$ cat src/rtl/s4c_pkg.sv
`timescale 1ns / 1ps
// ----------------------------------------------------------------------------
// s4c_pkg: shared constants for the skip-four number converter
// Field widths, the default digit count and the request codes.
// ----------------------------------------------------------------------------
package s4c_pkg;

	localparam int CNT_W          = 51;  // ordinary count width
	localparam int DIG_W          = 64;  // packed BCD digit field width
	localparam int NDIG_W         = 5;   // digit count width
	localparam int STEP_W         = 6;   // step counter, holds CNT_W
	localparam int NUM_DIGITS_DEF = 16;

	localparam logic REQ_TO_DIGITS = 1'b0;
	localparam logic REQ_TO_COUNT  = 1'b1;

endpackage

$ cat src/rtl/s4c_if.sv
`timescale 1ns / 1ps
// ----------------------------------------------------------------------------
// s4c_req_if / s4c_rsp_if: request and result channels
// Valid/ready handshake; an item moves when valid and ready are both high.
// ----------------------------------------------------------------------------
interface s4c_req_if import s4c_pkg::*; ();
	logic              valid;
	logic              ready;
	logic              req_type;
	logic [CNT_W-1:0]  count_in;
	logic [DIG_W-1:0]  digits_in;

	modport source (output valid, output req_type, output count_in, output digits_in,
		input ready);
	modport sink (input valid, input req_type, input count_in, input digits_in,
		output ready);
endinterface

interface s4c_rsp_if import s4c_pkg::*; ();
	logic              valid;
	logic              ready;
	logic [CNT_W-1:0]  count_out;
	logic [DIG_W-1:0]  digits_out;
	logic [NDIG_W-1:0] digit_count;
	logic              bad_input;

	modport source (output valid, output count_out, output digits_out,
		output digit_count, output bad_input, input ready);
	modport sink (input valid, input count_out, input digits_out,
		input digit_count, input bad_input, output ready);
endinterface

$ cat src/rtl/skip_four_number_converter.sv
`timescale 1ns / 1ps
// ----------------------------------------------------------------------------
// skip_four_number_converter: count <-> skip-four (base 9) digit conversion
//
//   channel | dir | fields
//   req     | in  | req_type, count_in, digits_in
//   rsp     | out | count_out, digits_out, digit_count, bad_input
//
// Count to digits shifts one count bit per cycle through the base-9
// lanes; digits to count takes one digit per cycle through the
// accumulator; the result is then loaded into the output register.
// One item is in work at a time; req is taken while a result waits on rsp.
// A stalled rsp holds the finished item in the engine until the slot frees.
// Reset clears control state only.
// ----------------------------------------------------------------------------
module skip_four_number_converter import s4c_pkg::*; #(
	parameter int NUM_DIGITS = NUM_DIGITS_DEF
) (
	input  logic    clk,
	input  logic    arst_n,
	s4c_req_if.sink   req,
	s4c_rsp_if.source rsp
);

	localparam logic [1:0] ST_IDLE = 2'd0;
	localparam logic [1:0] ST_RUN  = 2'd1;
	localparam logic [1:0] ST_WAIT = 2'd2;

	logic [1:0]              state_q;
	logic                    mode_q;
	logic [STEP_W-1:0]       cnt_q;
	logic [STEP_W-1:0]       last;
	logic                    accept;
	logic                    run;
	logic                    load;
	logic [4*NUM_DIGITS-1:0] dbl_digits;
	logic [NDIG_W-1:0]       dbl_ndig;
	logic                    dbl_ovf;
	logic [CNT_W-1:0]        hor_count;
	logic                    hor_bad;
	logic                    out_valid_q;
	logic [CNT_W-1:0]        count_q;
	logic [DIG_W-1:0]        digits_q;
	logic [NDIG_W-1:0]       ndig_q;
	logic                    bad_q;

	assign req.ready = (state_q == ST_IDLE);
	assign accept    = req.valid && req.ready;
	assign run       = (state_q == ST_RUN);
	assign load      = (state_q == ST_WAIT) && (!out_valid_q || rsp.ready);
	assign last      = (mode_q == REQ_TO_COUNT) ? STEP_W'(NUM_DIGITS - 1) : STEP_W'(CNT_W - 1);

	s4c_dbl #(.N(NUM_DIGITS)) u_dbl (
		.clk    (clk),
		.arst_n (arst_n),
		.clr    (accept),
		.step   (run && mode_q == REQ_TO_DIGITS),
		.count  (req.count_in),
		.digits (dbl_digits),
		.ndig   (dbl_ndig),
		.ovf    (dbl_ovf)
	);

	s4c_horner #(.N(NUM_DIGITS)) u_horner (
		.clk    (clk),
		.arst_n (arst_n),
		.clr    (accept),
		.step   (run && mode_q == REQ_TO_COUNT),
		.digits (req.digits_in[4*NUM_DIGITS-1:0]),
		.count  (hor_count),
		.bad    (hor_bad)
	);

	always_ff @(posedge clk or negedge arst_n) begin
		if (!arst_n) begin
			state_q     <= ST_IDLE;
			mode_q      <= REQ_TO_DIGITS;
			cnt_q       <= '0;
			out_valid_q <= 1'b0;
		end else begin
			unique case (state_q)
				ST_IDLE: begin
					if (accept) begin
						mode_q  <= req.req_type;
						cnt_q   <= '0;
						state_q <= ST_RUN;
					end
				end
				ST_RUN: begin
					cnt_q <= cnt_q + STEP_W'(1);
					if (cnt_q == last) state_q <= ST_WAIT;
				end
				ST_WAIT: begin
					if (load) state_q <= ST_IDLE;
				end
				default: state_q <= ST_IDLE;
			endcase
			if (load) begin
				out_valid_q <= 1'b1;
			end else if (rsp.ready) begin
				out_valid_q <= 1'b0;
			end
		end
	end

	always_ff @(posedge clk) begin
		if (load) begin
			if (mode_q == REQ_TO_COUNT) begin
				count_q  <= hor_bad ? '0 : hor_count;
				digits_q <= '0;
				ndig_q   <= '0;
				bad_q    <= hor_bad;
			end else begin
				count_q  <= '0;
				digits_q <= dbl_ovf ? '0 : DIG_W'(dbl_digits);
				ndig_q   <= dbl_ovf ? '0 : dbl_ndig;
				bad_q    <= dbl_ovf;
			end
		end
	end

	assign rsp.valid       = out_valid_q;
	assign rsp.count_out   = count_q;
	assign rsp.digits_out  = digits_q;
	assign rsp.digit_count = ndig_q;
	assign rsp.bad_input   = bad_q;

endmodule

$ cat src/rtl/s4c_dbl.sv
`timescale 1ns / 1ps
// ----------------------------------------------------------------------------
// s4c_dbl: binary to base-9 converter, one count bit per cycle
// Shifts the count in MSB first; every base-9 lane doubles and adds the
// carry from below, folding back by nine.
// ----------------------------------------------------------------------------
module s4c_dbl import s4c_pkg::*; #(
	parameter int N = NUM_DIGITS_DEF
) (
	input  logic              clk,
	input  logic              arst_n,
	input  logic              clr,
	input  logic              step,
	input  logic [CNT_W-1:0]  count,
	output logic [4*N-1:0]    digits,
	output logic [NDIG_W-1:0] ndig,
	output logic              ovf
);

	logic [CNT_W-1:0] sh_q;
	logic [3:0]       lane_q [N];
	logic [3:0]       lane_nxt [N];
	logic             carry_out;
	logic             ovf_q;

	always_comb begin
		logic       c;
		logic [4:0] t;
		c = sh_q[CNT_W-1];
		t = '0;
		for (int k = 0; k < N; k++) begin
			t = {lane_q[k], 1'b0} + {4'd0, c};
			if (t >= 5'd9) begin
				lane_nxt[k] = 4'(t - 5'd9);
				c = 1'b1;
			end else begin
				lane_nxt[k] = t[3:0];
				c = 1'b0;
			end
		end
		carry_out = c;
	end

	always_ff @(posedge clk or negedge arst_n) begin
		if (!arst_n) begin
			ovf_q <= 1'b0;
		end else if (clr) begin
			ovf_q <= 1'b0;
		end else if (step && carry_out) begin
			ovf_q <= 1'b1;   // count reached 9^N
		end
	end

	always_ff @(posedge clk) begin
		if (clr) begin
			sh_q <= count;
			for (int k = 0; k < N; k++) lane_q[k] <= 4'd0;
		end else if (step) begin
			sh_q <= {sh_q[CNT_W-2:0], 1'b0};
			for (int k = 0; k < N; k++) lane_q[k] <= lane_nxt[k];
		end
	end

	// skip-four symbols and the highest nonzero lane
	always_comb begin
		ndig = NDIG_W'(1);
		for (int k = 0; k < N; k++) begin
			digits[4*k +: 4] = (lane_q[k] >= 4'd4) ? lane_q[k] + 4'd1 : lane_q[k];
			if (lane_q[k] != 4'd0) ndig = NDIG_W'(k + 1);
		end
	end

	assign ovf = ovf_q;

endmodule

$ cat src/rtl/s4c_horner.sv
`timescale 1ns / 1ps
// ----------------------------------------------------------------------------
// s4c_horner: skip-four digits to count, one digit per cycle
// Takes the digits MSB first and accumulates acc*9 + value, flagging bad digits.
// ----------------------------------------------------------------------------
module s4c_horner import s4c_pkg::*; #(
	parameter int N = NUM_DIGITS_DEF
) (
	input  logic             clk,
	input  logic             arst_n,
	input  logic             clr,
	input  logic             step,
	input  logic [4*N-1:0]   digits,
	output logic [CNT_W-1:0] count,
	output logic             bad
);

	logic [4*N-1:0]   dsh_q;
	logic [CNT_W-1:0] acc_q;
	logic             bad_q;
	logic [3:0]       d;
	logic [3:0]       dv;

	assign d  = dsh_q[4*N-1 -: 4];
	assign dv = (d > 4'd4) ? d - 4'd1 : d;

	always_ff @(posedge clk or negedge arst_n) begin
		if (!arst_n) begin
			bad_q <= 1'b0;
		end else if (clr) begin
			bad_q <= 1'b0;
		end else if (step && (d == 4'd4 || d > 4'd9)) begin
			bad_q <= 1'b1;
		end
	end

	always_ff @(posedge clk) begin
		if (clr) begin
			dsh_q <= digits;
			acc_q <= '0;
		end else if (step) begin
			if (N > 1) dsh_q <= dsh_q << 4;
			acc_q <= acc_q + {acc_q[CNT_W-4:0], 3'b000} + CNT_W'(dv);
		end
	end

	assign count = acc_q;
	assign bad   = bad_q;

endmodule

$ cat src/flat_wrapper.sv
// flat-port wrapper written by rule: the top's interface ports become plain ports
module skip_four_number_converter_flat import s4c_pkg::*;
#(
	parameter int NUM_DIGITS = NUM_DIGITS_DEF
)
  (clk, arst_n, req_valid, req_req_type, req_count_in, req_digits_in, req_ready, rsp_valid, rsp_count_out, rsp_digits_out, rsp_digit_count, rsp_bad_input, rsp_ready);
  s4c_req_if req_i ();
  s4c_rsp_if rsp_i ();
  input  logic clk;
  input  logic arst_n;
  input wire logic [$bits(req_i.valid)-1:0] req_valid;
  input wire logic [$bits(req_i.req_type)-1:0] req_req_type;
  input wire logic [$bits(req_i.count_in)-1:0] req_count_in;
  input wire logic [$bits(req_i.digits_in)-1:0] req_digits_in;
  output wire logic [$bits(req_i.ready)-1:0] req_ready;
  output wire logic [$bits(rsp_i.valid)-1:0] rsp_valid;
  output wire logic [$bits(rsp_i.count_out)-1:0] rsp_count_out;
  output wire logic [$bits(rsp_i.digits_out)-1:0] rsp_digits_out;
  output wire logic [$bits(rsp_i.digit_count)-1:0] rsp_digit_count;
  output wire logic [$bits(rsp_i.bad_input)-1:0] rsp_bad_input;
  input wire logic [$bits(rsp_i.ready)-1:0] rsp_ready;
  assign req_i.valid = req_valid;
  assign req_i.req_type = req_req_type;
  assign req_i.count_in = req_count_in;
  assign req_i.digits_in = req_digits_in;
  assign req_ready = req_i.ready;
  assign rsp_valid = rsp_i.valid;
  assign rsp_count_out = rsp_i.count_out;
  assign rsp_digits_out = rsp_i.digits_out;
  assign rsp_digit_count = rsp_i.digit_count;
  assign rsp_bad_input = rsp_i.bad_input;
  assign rsp_i.ready = rsp_ready;
  skip_four_number_converter #(.NUM_DIGITS(NUM_DIGITS)) u_core (.clk(clk), .arst_n(arst_n), .req(req_i), .rsp(rsp_i));
endmodule
$ cat config.mk
export PLATFORM = sky130hd
export DESIGN_NAME = skip_four_number_converter_flat
export DESIGN_NICKNAME = d
export VERILOG_FILES = /design/src/rtl/s4c_pkg.sv /design/src/rtl/s4c_if.sv /design/src/rtl/skip_four_number_converter.sv /design/src/rtl/s4c_dbl.sv /design/src/rtl/s4c_horner.sv /design/src/flat_wrapper.sv
export SDC_FILE = /design/constraint.sdc
export NUM_CORES = 1
export LEC_CHECK = 0
export ABC_CLOCK_PERIOD_IN_PS = 24900
export BUFFER_PORTS_ARGS = -buffer_cell sky130_fd_sc_hd__buf_2
export CAP_MARGIN = 10
export CORE_MARGIN = 1.5
export CORE_UTILIZATION = 40
export CTS_CLUSTER_SIZE = 20
export DETAILED_ROUTE_END_ITERATION = 16
export PLACE_DENSITY_LB_ADDON = 0.2
export SLEW_MARGIN = 0
export SYNTH_ARGS = -nofsm -noshare
export SYNTH_HDL_FRONTEND = slang
export SYNTH_SLANG_ARGS = --single-unit
$ cat constraint.sdc
create_clock -name clk -period 24.9 [get_ports clk]
set_clock_uncertainty 0.2 [all_clocks]
set_input_delay 0 -clock clk [delete_from_list [all_inputs] [get_ports clk]]
set_output_delay 0 -clock clk [all_outputs]
set_load 0.03 [all_outputs]
Word level (Yosys, flattened, before mapping). Memories as Yosys holds them, arrays and structs flattened. Cells that the tools add are included.

Register bits after elaboration: 299. Bits in writable memories: 64. Output and inout bits: 123. Word-level logic and storage cells: 265. Memories: 1.

$add $sub $neg: 52. $lt $le $gt $ge: 34. Equal/unequal tests: 7. Muxes and demuxes: 103. Bitwise logic cells: 17. Reduce and logical (&&, ||, !) cells: 37.

Memories: u_core.u_dbl.lane_q (words 16, bits a word 4, read ports 16, clocked after memory_dff 0, write ports 16, line s4c_dbl.sv:21) `logic [3:0] lane_q [N];`.

Operator list (number): 4-bit 2-to-1 mux (49); 64-bit 2-to-1 mux (2); 51-bit 2-to-1 mux (2); 5-bit by 1-bit adder with 5-bit output (16); 5-bit by 4-bit greater-or-equal comparator with 1-bit output (second input constant) (16); 5-bit 2-to-1 mux (14); 4-bit by 1-bit adder with 4-bit output (second input constant) (16); 4-bit by 3-bit greater-or-equal comparator with 1-bit output (second input constant) (16); 4-bit subtractor (second input constant) (16); 4-bit nonzero test (15); 51-bit by 4-bit adder with 51-bit output (1); 51-bit adder (1); 1-bit 2-to-1 mux (28); 1-bit OR (16); 6-bit 2-to-1 mux (2); 6-bit one-hot mux with 2 select lines (1); 2-bit nonzero test (6); 2-bit 2-to-1 mux (4); 6-bit by 1-bit adder with 6-bit output (second input constant) (1); 6-bit == test (1); 1-bit logical AND (6); 2-bit one-hot mux with 3 select lines (1); 4-bit by 3-bit == test with 1-bit output (second input constant) (1); 4-bit by 3-bit > comparator with 1-bit output (second input constant) (1); 14 further kinds (18).

Depth between registers and ports, before layout. Gate-level depths: netlist of run 1. An unclocked memory read counts as a cell.

Depth in word-level cells: 52. Mapped depth: 79.

By module. A second synthesis of run 1 with hierarchy kept.

Cells, all modules: 1862. Area, all modules: 21013.9 um2.

Modules (own cells, without submodules): s4c_horner (times used 1, cells each 800, area an instance 8092.8 um2); s4c_dbl (times used 1, cells each 755, area an instance 7967.6 um2); skip_four_number_converter (times used 1, cells each 307, area an instance 4953.5 um2).

Worst setup path before layout of run 1. No wires, ideal clock.

Path kind: reg-to-reg. From: mem u_core.u_dbl.lane_q[0][0]. To: mem u_core.u_dbl.lane_q[15][1] (netlist: u_core.u_dbl.lane_q[1][29]) (data pin). Library setup time: 0.264 ns. Arrival time: 13.511 ns. Data required time: 24.436 ns. Slack: 10.925 ns. Cell stages (with the launch flop): 80. Period minus slack after synthesis: 13.975 ns. Cells stage by stage: edfxtp_1 inv_1 ha_1 a21boi_1 nand2_1 a21oi_1 inv_1 ha_1 nor2b_1 o21ai_0 nand2b_1 ha_1 nand2b_1 a21boi_0 nor2_1 a21oi_1 ha_1 nand2b_1 (+44 left out) o21a_1 buf_6 ha_1 a21oi_1 a31o_2 a31oi_4 ha_1 nor2b_1 nor2_1 nand2_1 o21a_1 buf_6 ha_1 a21oi_1 nand2_1 nand2_1 a31oi_1 mux2i_1.

RTL lines (line): start: declaration (s4c_dbl.sv:21).

==> flow_summary.toml, run 1 <==
[floorplan]
start_util_pct = 40.6
ioPinCount = 243
chipWidth_um = 229
fp-row-count = 82
core_um2 = 50300
fp.dieH_um = 229
dieArea_um2 = 52300

[critical_path]
crit_path_end_kind = "flop"
max_stage_delay_ns = 0.49
path_class = "flop to flop"
cp-start-kind = "flop"
crit_arrival_ns = 16.05
crit_fanout = 8
cp.required_ns = 25.00
slowest_stage = "a21oi_1"
cpMostUsedCell = "ha_1"
worstRegToRegCells = 76

[clock_tree]
cts_max_level = 2
clock_sinks = 363
root_buffer = "clkbuf_16"
clockBufferDepth = 3
postCtsSetupRepairBufs = 0
clk_latency_ns = 0.57
cts_tree = "done"
numCtsBuffers = 43
clk_pin_slew_ns = 0.06

[timing]
fmax_mhz = 62.7
rsz0062_at_grt = "no"
period_needed_ns = 15.95
fin_tns_setup_ns = 0
worst_pin_slew_ns = 1.09
hold_viol = 0
maxSlewHeadroom_pct = 27.1
drv_slew = 0
setup_slack_ns = 8.95
period_share_pct = 64.1
finalSetupViolCount = 0

[pwr]
ir_worst_vdd_mv = 0.0670
leakagePower_nw = 10.9
powerDensity_nw_per_um2 = 134

[placement]
gp_congestion = 0.859
io_buffer_count = 242
hpwl_um = 32200
dp_slack_ns = 9.08
postPlaceCellArea_um2 = 22200
dp_cells = 2877

[finish]
multi_input_area_um2 = 9430
area_growth_pct = 22.5
layout.nets = 2680
layout.cells.non_filler = 3087
seq_area_um2 = 10300
layout-drive-gt1-share_pct = 14.5
fillCellCount = 4590
fin_area_um2 = 25000
final_core_util_pct = 49.7

[routing]
drt-initial-drc-count = 874
vias = 15700
drt_wl_total_um = 48600
drc = 0
drt-pass1-iter-count = 7
via_per_inst = 5.07
antenna_left = 0
wl_per_cell_um = 15.7

[grt]
gr-total-overflow = 0
grt_first_pass_wirelength_um = 79000
grt_max_degree = 85
grt_pass1_vias = 15700
antenna_found_initial = 3
grtUsageTotal_pct = 18.4

[logic_synthesis]
seq_area_frac_synth_pct = 50.7
async_reset_ff_share_pct = 3.31
yosys_warnings = 0
synthesis.area_um2 = 20400
syn_area_per_cell_um2 = 10.0
synth_edf_count = 300
synth_nets = 2334
synth_seq_cells = 363
synth_ff_type = "edfxtp_1"
yosys.cell_types.count = 84
syn_inst = 2034

[min_path]
hold_class = "input pin to flop"
whs_path_depth = 4

[run]
maxCapViolations = 0

[outcome]
status = "completed"
flip-flops by register name, indices dropped and copies added, names as in the netlist:
| register | cells |
|---|---|
| u_core.cnt_q | 6 |
| u_core.mode_q | 1 |
| u_core.rsp.bad_input | 1 |
| u_core.rsp.count_out | 51 |
| u_core.rsp.digit_count | 5 |
| u_core.rsp.digits_out | 64 |
| u_core.rsp.valid | 1 |
| u_core.state_q | 2 |
| u_core.u_dbl.lane_q | 64 |
| u_core.u_dbl.ovf | 1 |
| u_core.u_dbl.sh_q | 51 |
| u_core.u_horner.bad | 1 |
| u_core.u_horner.count | 51 |
| u_core.u_horner.dsh_q | 64 |
cell type report:
cell class,instances,share of cell area (%)
diodes,1,0.0100
clock buffers,56,4.75
clock inverters,23,1.10
inverters,82,1.25
multi-input cells,1507,37.8
flip-flops and latches,363,41.4
well taps,672,3.37
repair buffers,383,10.4
per-layer routing:
layer	GRT usage [%]	part of all wire [%]	vias up
met5	0	0.041	-
met4	5.30	2.5	4
met3	3.88	5.6	89
met2	29.6	45	394
met1	24.8	47	7380
li1	-	-	7797
cells in the final DEF, fill, tap and decap left out, types with 7 or more instances in the layout:
| master | instances |
|---|---|
| buf_2 | 242 |
| edfxtp_1 | 300 |
| buf_4 | 11 |
| nand2b_1 | 21 |
| mux2i_1 | 29 |
| a21o_1 | 31 |
| a31oi_1 | 9 |
| nor2_1 | 142 |
| ha_1 | 178 |
| xnor2_1 | 63 |
| nand4_1 | 11 |
| a21oi_1 | 120 |
| clkinv_2 | 7 |
| xor2_1 | 36 |
| and3_1 | 13 |
| clkbuf_1 | 9 |
| nand3_1 | 39 |
| a211oi_1 | 10 |
| o21ai_0 | 99 |
| nand2_1 | 477 |
| dfxtp_1 | 51 |
| and2_1 | 55 |
| inv_1 | 77 |
| nor2b_1 | 18 |
| dlygate4sd3_1 | 130 |
| o21a_1 | 18 |
| nor3_1 | 17 |
| clkbuf_16 | 45 |
| o211ai_1 | 11 |
| dfrtp_1 | 12 |
cell usage after synthesis, drive strengths merged, types with 36 or more instances:
cell type	n	area (um^2)
nand3	40	205
xor2	36	315
xnor2	63	552
a21oi	121	609
ha	178	2230
nand2	480	1810
nor2	144	543
o21ai	102	510
clkbuf	66	248
and2	56	350
dfxtp	51	1020
edfxtp	300	9010
inv	81	309
final timing paths:
check	to	startpoint	slack, ns
setup / recovery	u_core.u_dbl.lane_q[1][29]	u_core.u_dbl.lane_q[0][0]	8.95
hold reg to reg	u_core.u_horner.count[48]	u_core.u_horner.count[48]	0.28
max in group asynchronous	u_core.cnt_q[0]	arst_n	23.77
min in group asynchronous	u_core.cnt_q[1]	arst_n	0.37
hold / removal	u_core.u_horner.dsh_q[40]	req_digits_in[40]	0.04
setup reg to reg	u_core.u_dbl.lane_q[1][29]	u_core.u_dbl.lane_q[0][0]	8.95
metrics by stage:
stage / total power [mW] / hold WS, ns
after floorplan: 2.32 / -0.496
after global placement: 2.65 / -0.296
after detailed placement: 2.69 / -0.303
after CTS: 3.38 / 0.000748
after global routing: 3.62 / 0.0324
final: 3.35 / 0.0393
where the power goes:
group / leakage [nW] / total, mW / switching, mW / internal, mW
registers: 3.45 / 1.21 / 0.177 / 1.03
clock network: 0.712 / 0.653 / 0.255 / 0.399
logic: 6.77 / 1.48 / 0.952 / 0.530
repair_timing:
| item | in CTS | in global routing |
|---|---|---|
| hold endpoints to repair | 130 | 0 |
| endpoints found under the setup margin | 0 | 0 |
| resized for setup | 0 | 0 |
| hold buffers | 130 | 0 |
logic make-up after synthesis:
group           count (synthesis)  share of synthesized area (%)
flops                         363                           50.7
compound gates                372                           11.6
xor+xnor                       99                           4.25
fa+ha+maj                     180                           11.1
buf+inv                       164                           3.22
mux                            29                           1.42
simple gates                  827                           17.7
worst max-delay path, delay by kind of cell (launching register included):
kind,cells,cell delay (ns)
mux,1,0.15
flops,1,0.43
compound gates,31,7.56
buf+inv,6,0.61
simple gates,22,2.82
fa+ha+maj,16,3.90
Note: power is estimated with default switching activity, not from simulation.
==> inputs of run 2 (changes only) <==
ABC_CLOCK_PERIOD_IN_PS = 12800   (was 24900)
clock period = 12.8 ns   (was 24.9 ns; I/O delays follow)
==> run 2 against run 1 <==
Against the previous run: cell area rose by 3.1%; combinational power up 120%; largest power group unchanged; non-clock buffer count grew 71.
==> flow_summary.toml, run 2 (synthesis gave the netlist of run 1 again) <==
[outcome]
status = "completed"

[timing]
worst_pin_slew_ns = 1.03
maxSlewHeadroom_pct = 30.9
fmax_mhz = 82.5
drv_slew = 0
period_needed_ns = 12.12
period_share_pct = 94.7
fin_tns_setup_ns = 0
hold_viol = 0
setup_slack_ns = 0.675
finalSetupViolCount = 0

[finish]
final_common_cell = "nand2_1"
area_growth_pct = 26.3
layout.nets = 2751
mostFrequentLayoutCells = "nand2_1 (475), edfxtp_1 (300), buf_2 (242)"
layout-drive-gt1-share_pct = 17.9

[grt]
gr-total-overflow = 0
grtUsageTotal_pct = 18.9
antenna_found_initial = 2
grt_max_degree = 71
grt_first_pass_wirelength_um = 81300
grt_pass1_vias = 16000

[critical_path]
crit_path_end_kind = "flop"
slowest_stage = "edfxtp_1"
path_class = "flop to flop"
crit_arrival_ns = 12.33
cpMostUsedCell = "ha_1"
cp.required_ns = 13.01
cp-start-kind = "flop"
crit_fanout = 6
max_stage_delay_ns = 0.42

[pwr]
finalPower_mw = 6.84
ir_worst_vdd_mv = 0.118
powerDensity_nw_per_um2 = 265
leakagePower_nw = 11.3

[routing]
antenna_left = 0
drt-pass1-iter-count = 7
drt-initial-drc-count = 1000
wl_per_cell_um = 15.8
vias = 16000
drt_wl_total_um = 49900
via_per_inst = 5.06
drc = 0

[placement]
io_buffer_count = 242
dp_slack_ns = -0.286
gp_congestion = 0.885
hpwl_um = 32300

[floorplan]
fp-row-count = 82
start_util_pct = 40.6
fp.dieH_um = 229
ioPinCount = 243
chipWidth_um = 229
core_um2 = 50300
dieArea_um2 = 52300

[clock_tree]
numCtsBuffers = 43
cts_tree = "done"
clockBufferDepth = 3
clk_latency_ns = 0.57
clk_pin_slew_ns = 0.06
clock_sinks = 363
cts_max_level = 2
root_buffer = "clkbuf_16"

[min_path]
hold_class = "input pin to flop"

[run]
maxCapViolations = 0
-- run 2: cell types whose count changed in the layout (fill, tap and decap cells not counted), sizes merged --
cell and delta:
dlygate4sd3 +15, clkinvlp +2, clkinv -3, clkbuf -5, diode +1, inv +2, buf +56, bufinv +2
-- run 2: worst max-delay path: cells and delay by family, from the launching register on --
family | cells | cell delay (ns)
and+or+nand+nor | 18 | 2.67
DFF | 1 | 0.42
AOI/OAI and AO/OA | 31 | 4.75
adders and majority gates | 13 | 2.60
buffers and inverters | 13 | 1.30
-- run 2: final cells by class --
class / instances / area (um^2)
Fill cell: 4481 / 24500
Sequential cell: 363 / 10300
Multi-Input combinational cell: 1507 / 9620
Timing Repair Buffer: 454 / 3170
Clock buffer: 51 / 1130
Tap cell: 672 / 841
Clock inverter: 26 / 343
Inverter: 82 / 313
Antenna cell: 2 / 5.00
-- run 2: routing by layer --
| layer | vias to the layer above | part of all wire, % | global-route usage [%] |
|---|---|---|---|
| li1 | 7945 | - | - |
| met1 | 7561 | 46 | 25.1 |
| met2 | 392 | 47 | 31.4 |
| met3 | 77 | 5.4 | 3.97 |
| met4 | 0 | 2.0 | 4.93 |
| met5 | - | 0 | 0 |
-- run 2: final timing paths --
check / start / endpoint / slack (ns) / cells after the start
min in group asynchronous: arst_n / u_core.u_dbl.ovf / 0.37 / 3
setup / recovery: u_core.u_dbl.lane_q[0][0] / u_core.u_dbl.lane_q[1][30] / 0.68 / 75
hold / removal: req_count_in[39] / u_core.u_dbl.sh_q[39] / 0.04 / 4
max in group asynchronous: arst_n / u_core.cnt_q[0] / 11.64 / 3
setup reg to reg: u_core.u_dbl.lane_q[0][0] / u_core.u_dbl.lane_q[1][30] / 0.68 / 75
hold reg to reg: u_core.u_horner.count[49] / u_core.u_horner.count[49] / 0.28 / 2
-- run 2: what timing repair did --
action | CTS | global route
endpoints found under the hold margin | 130 | 0
buffers inserted | 17 | 27
hold buffers | 145 | 0
endpoints found under the setup margin | 4 | 8
cloned | 0 | 0
pin swaps | 2 | 22
resized for setup | 4 | 29
-- run 2: power by group --
part / total (mW) / internal, mW / switching [mW] / leakage [nW]
clock network: 1.29 / 0.790 / 0.499 / 0.712
logic: 3.19 / 1.24 / 1.95 / 7.10
registers: 2.36 / 2.01 / 0.352 / 3.45
total: 6.84 / 4.03 / 2.80 / 11.3
-- run 2: through the flow --
stage | std cells | area [um^2] | utilization, % | hold slack, ns
5_1_grt | 3157 | 25700 | 51.2 | 0.0373
2_1_floorplan | 2034 | 20500 | - | -0.496
3_3_place_gp | 2889 | 22400 | 44.5 | -0.284
4_1_cts | 3128 | 25400 | 50.6 | 0.000154
3_5_place_dp | 2889 | 22400 | 44.5 | -0.286
6_report | 3157 | 25700 | 51.2 | 0.0447
==> inputs of run 3 (changes only) <==
CELL_PAD_IN_SITES_DETAIL_PLACEMENT = 0   (was default)
CELL_PAD_IN_SITES_GLOBAL_PLACEMENT = 1   (was default)
==> run 3 against run 2 <==
Against the previous run: die area did not move; non-clock buffer count grew 16; highest routed layer unchanged; worst setup slack improved by 0.089 ns; count of clock-buffer cells in the layout is 2 higher; clock power down 9%; global-route usage rose by 0.061 points.
==> flow_summary.toml, run 3 (synthesis gave the netlist of run 1 again) <==
[finish]
final_common_cell = "nand2_1"
layout-drive-gt1-share_pct = 17.2
area_growth_pct = 26.5
layout.nets = 2766
final_core_util_pct = 51.3
mostFrequentLayoutCells = "nand2_1 (475), edfxtp_1 (300), buf_2 (242)"

[pwr]
ir_worst_vdd_mv = 0.0995
finalPower_mw = 6.70
powerDensity_nw_per_um2 = 260
leakagePower_nw = 11.3

[clock_tree]
clock_sinks = 363
clk_pin_slew_ns = 0.06
clk_latency_ns = 0.58
numCtsBuffers = 42
clockBufferDepth = 3
root_buffer = "clkbuf_16"
cts_tree = "done"
cts_max_level = 2

[routing]
drt-pass1-iter-count = 5
drt_wl_total_um = 50500
via_per_inst = 5.02
drc = 0
antenna_left = 0
vias = 15900
drt-initial-drc-count = 855
wl_per_cell_um = 15.9

[grt]
antenna_found_initial = 3
grt_max_degree = 80
grt_first_pass_wirelength_um = 81400
grt_pass1_vias = 15900
gr-total-overflow = 0
grtUsageTotal_pct = 19.0

[placement]
gp_congestion = 0.849
io_buffer_count = 242
hpwl_um = 33000

[critical_path]
path_class = "flop to flop"
cp_top_family = "compound AO/OA/AOI/OAI gates"
cp-start-kind = "flop"
critical_path_buf_inv_count = 7
crit_path_end_kind = "flop"
max_stage_delay_ns = 0.41
cpMostUsedCell = "ha_2"
slowest_stage = "edfxtp_1"
crit_arrival_ns = 12.16
crit_fanout = 7
cp.required_ns = 12.92

[floorplan]
core_um2 = 50300
fp-row-count = 82
chipWidth_um = 229
start_util_pct = 40.6
fp.dieH_um = 229
ioPinCount = 243
dieArea_um2 = 52300

[timing]
fmax_mhz = 83.1
hold_viol = 0
worst_pin_slew_ns = 1.15
period_share_pct = 94.0
drv_slew = 0
finalSetupViolCount = 0
period_needed_ns = 12.04
maxSlewHeadroom_pct = 23.2

[run]
maxCapViolations = 0

[outcome]
status = "completed"

[min_path]
hold_class = "input pin to flop"
-- run 3: where the power goes --
part	internal (mW)	switching (mW)
Clock	0.682	0.502
Combinational	1.21	1.95
Sequential	2.01	0.354
Total	3.90	2.80
-- run 3: tightest hold or removal path, cell delays in order --
cell,delay [ns]
buf_2,0.16
nand2_4,0.31
nand3_1,0.19
o21ai_1,0.06
-- run 3: path summary, 6_finish.rpt --
check | slack (ns) | startpoint | cells after the start | to
setup / recovery | 0.76 | u_core.u_dbl.lane_q[0][0] | 76 | u_core.u_dbl.lane_q[1][29]
hold / removal | 0.02 | req_valid | 4 | u_core.u_horner.count[45]
setup reg to reg | 0.76 | u_core.u_dbl.lane_q[0][0] | 76 | u_core.u_dbl.lane_q[1][29]
hold reg to reg | 0.30 | u_core.u_horner.count[49] | 2 | u_core.u_horner.count[49]
max in group asynchronous | 11.69 | arst_n | 3 | u_core.rsp.valid
min in group asynchronous | 0.32 | arst_n | 3 | u_core.cnt_q[4]
-- run 3: routing by layer --
metal / routed length (um) / global-route usage, % / vias to the layer above
met5: 0 / 0 / -
li1: - / - / 7980
met3: 2250 / 3.04 / 87
met4: 1660 / 7.30 / 0
met2: 23200 / 31.4 / 334
met1: 23400 / 25.0 / 7523
-- run 3: final cells by class --
class	count	area [um^2]
Fill cell	4631	24500
Sequential cell	363	10300
Multi-Input combinational cell	1507	9610
Timing Repair Buffer	470	3340
Clock buffer	53	1110
Tap cell	672	841
Inverter	82	313
Clock inverter	24	229
Antenna cell	3	7.51
-- run 3: stage by stage --
| stage | instances | worst slack [ns] | instance area [um^2] | hold WS [ns] | setup TNS (ns) |
|---|---|---|---|---|---|
| after detailed placement | 2887 | -0.264 | 22400 | -0.290 | -0.620 |
| after CTS | 3147 | 0.0226 | 25500 | 0.0000798 | 0 |
| after floorplan | 2034 | 0.0209 | 20500 | -0.496 | 0 |
| after global placement | 2887 | 0.196 | 22400 | -0.290 | 0 |
| final | 3174 | 0.764 | 25800 | 0.0207 | 0 |
| after global routing | 3174 | -0.128 | 25800 | 0.0293 | -0.187 |
-- run 3: repair_timing --
item | 4_1_cts | 5_1_grt
resized for setup | 4 | 25
hold buffers | 168 | 0
endpoints found under the hold margin | 130 | 0
setup buffers | 15 | 24
pin swaps | 3 | 23
endpoints found under the setup margin | 4 | 9
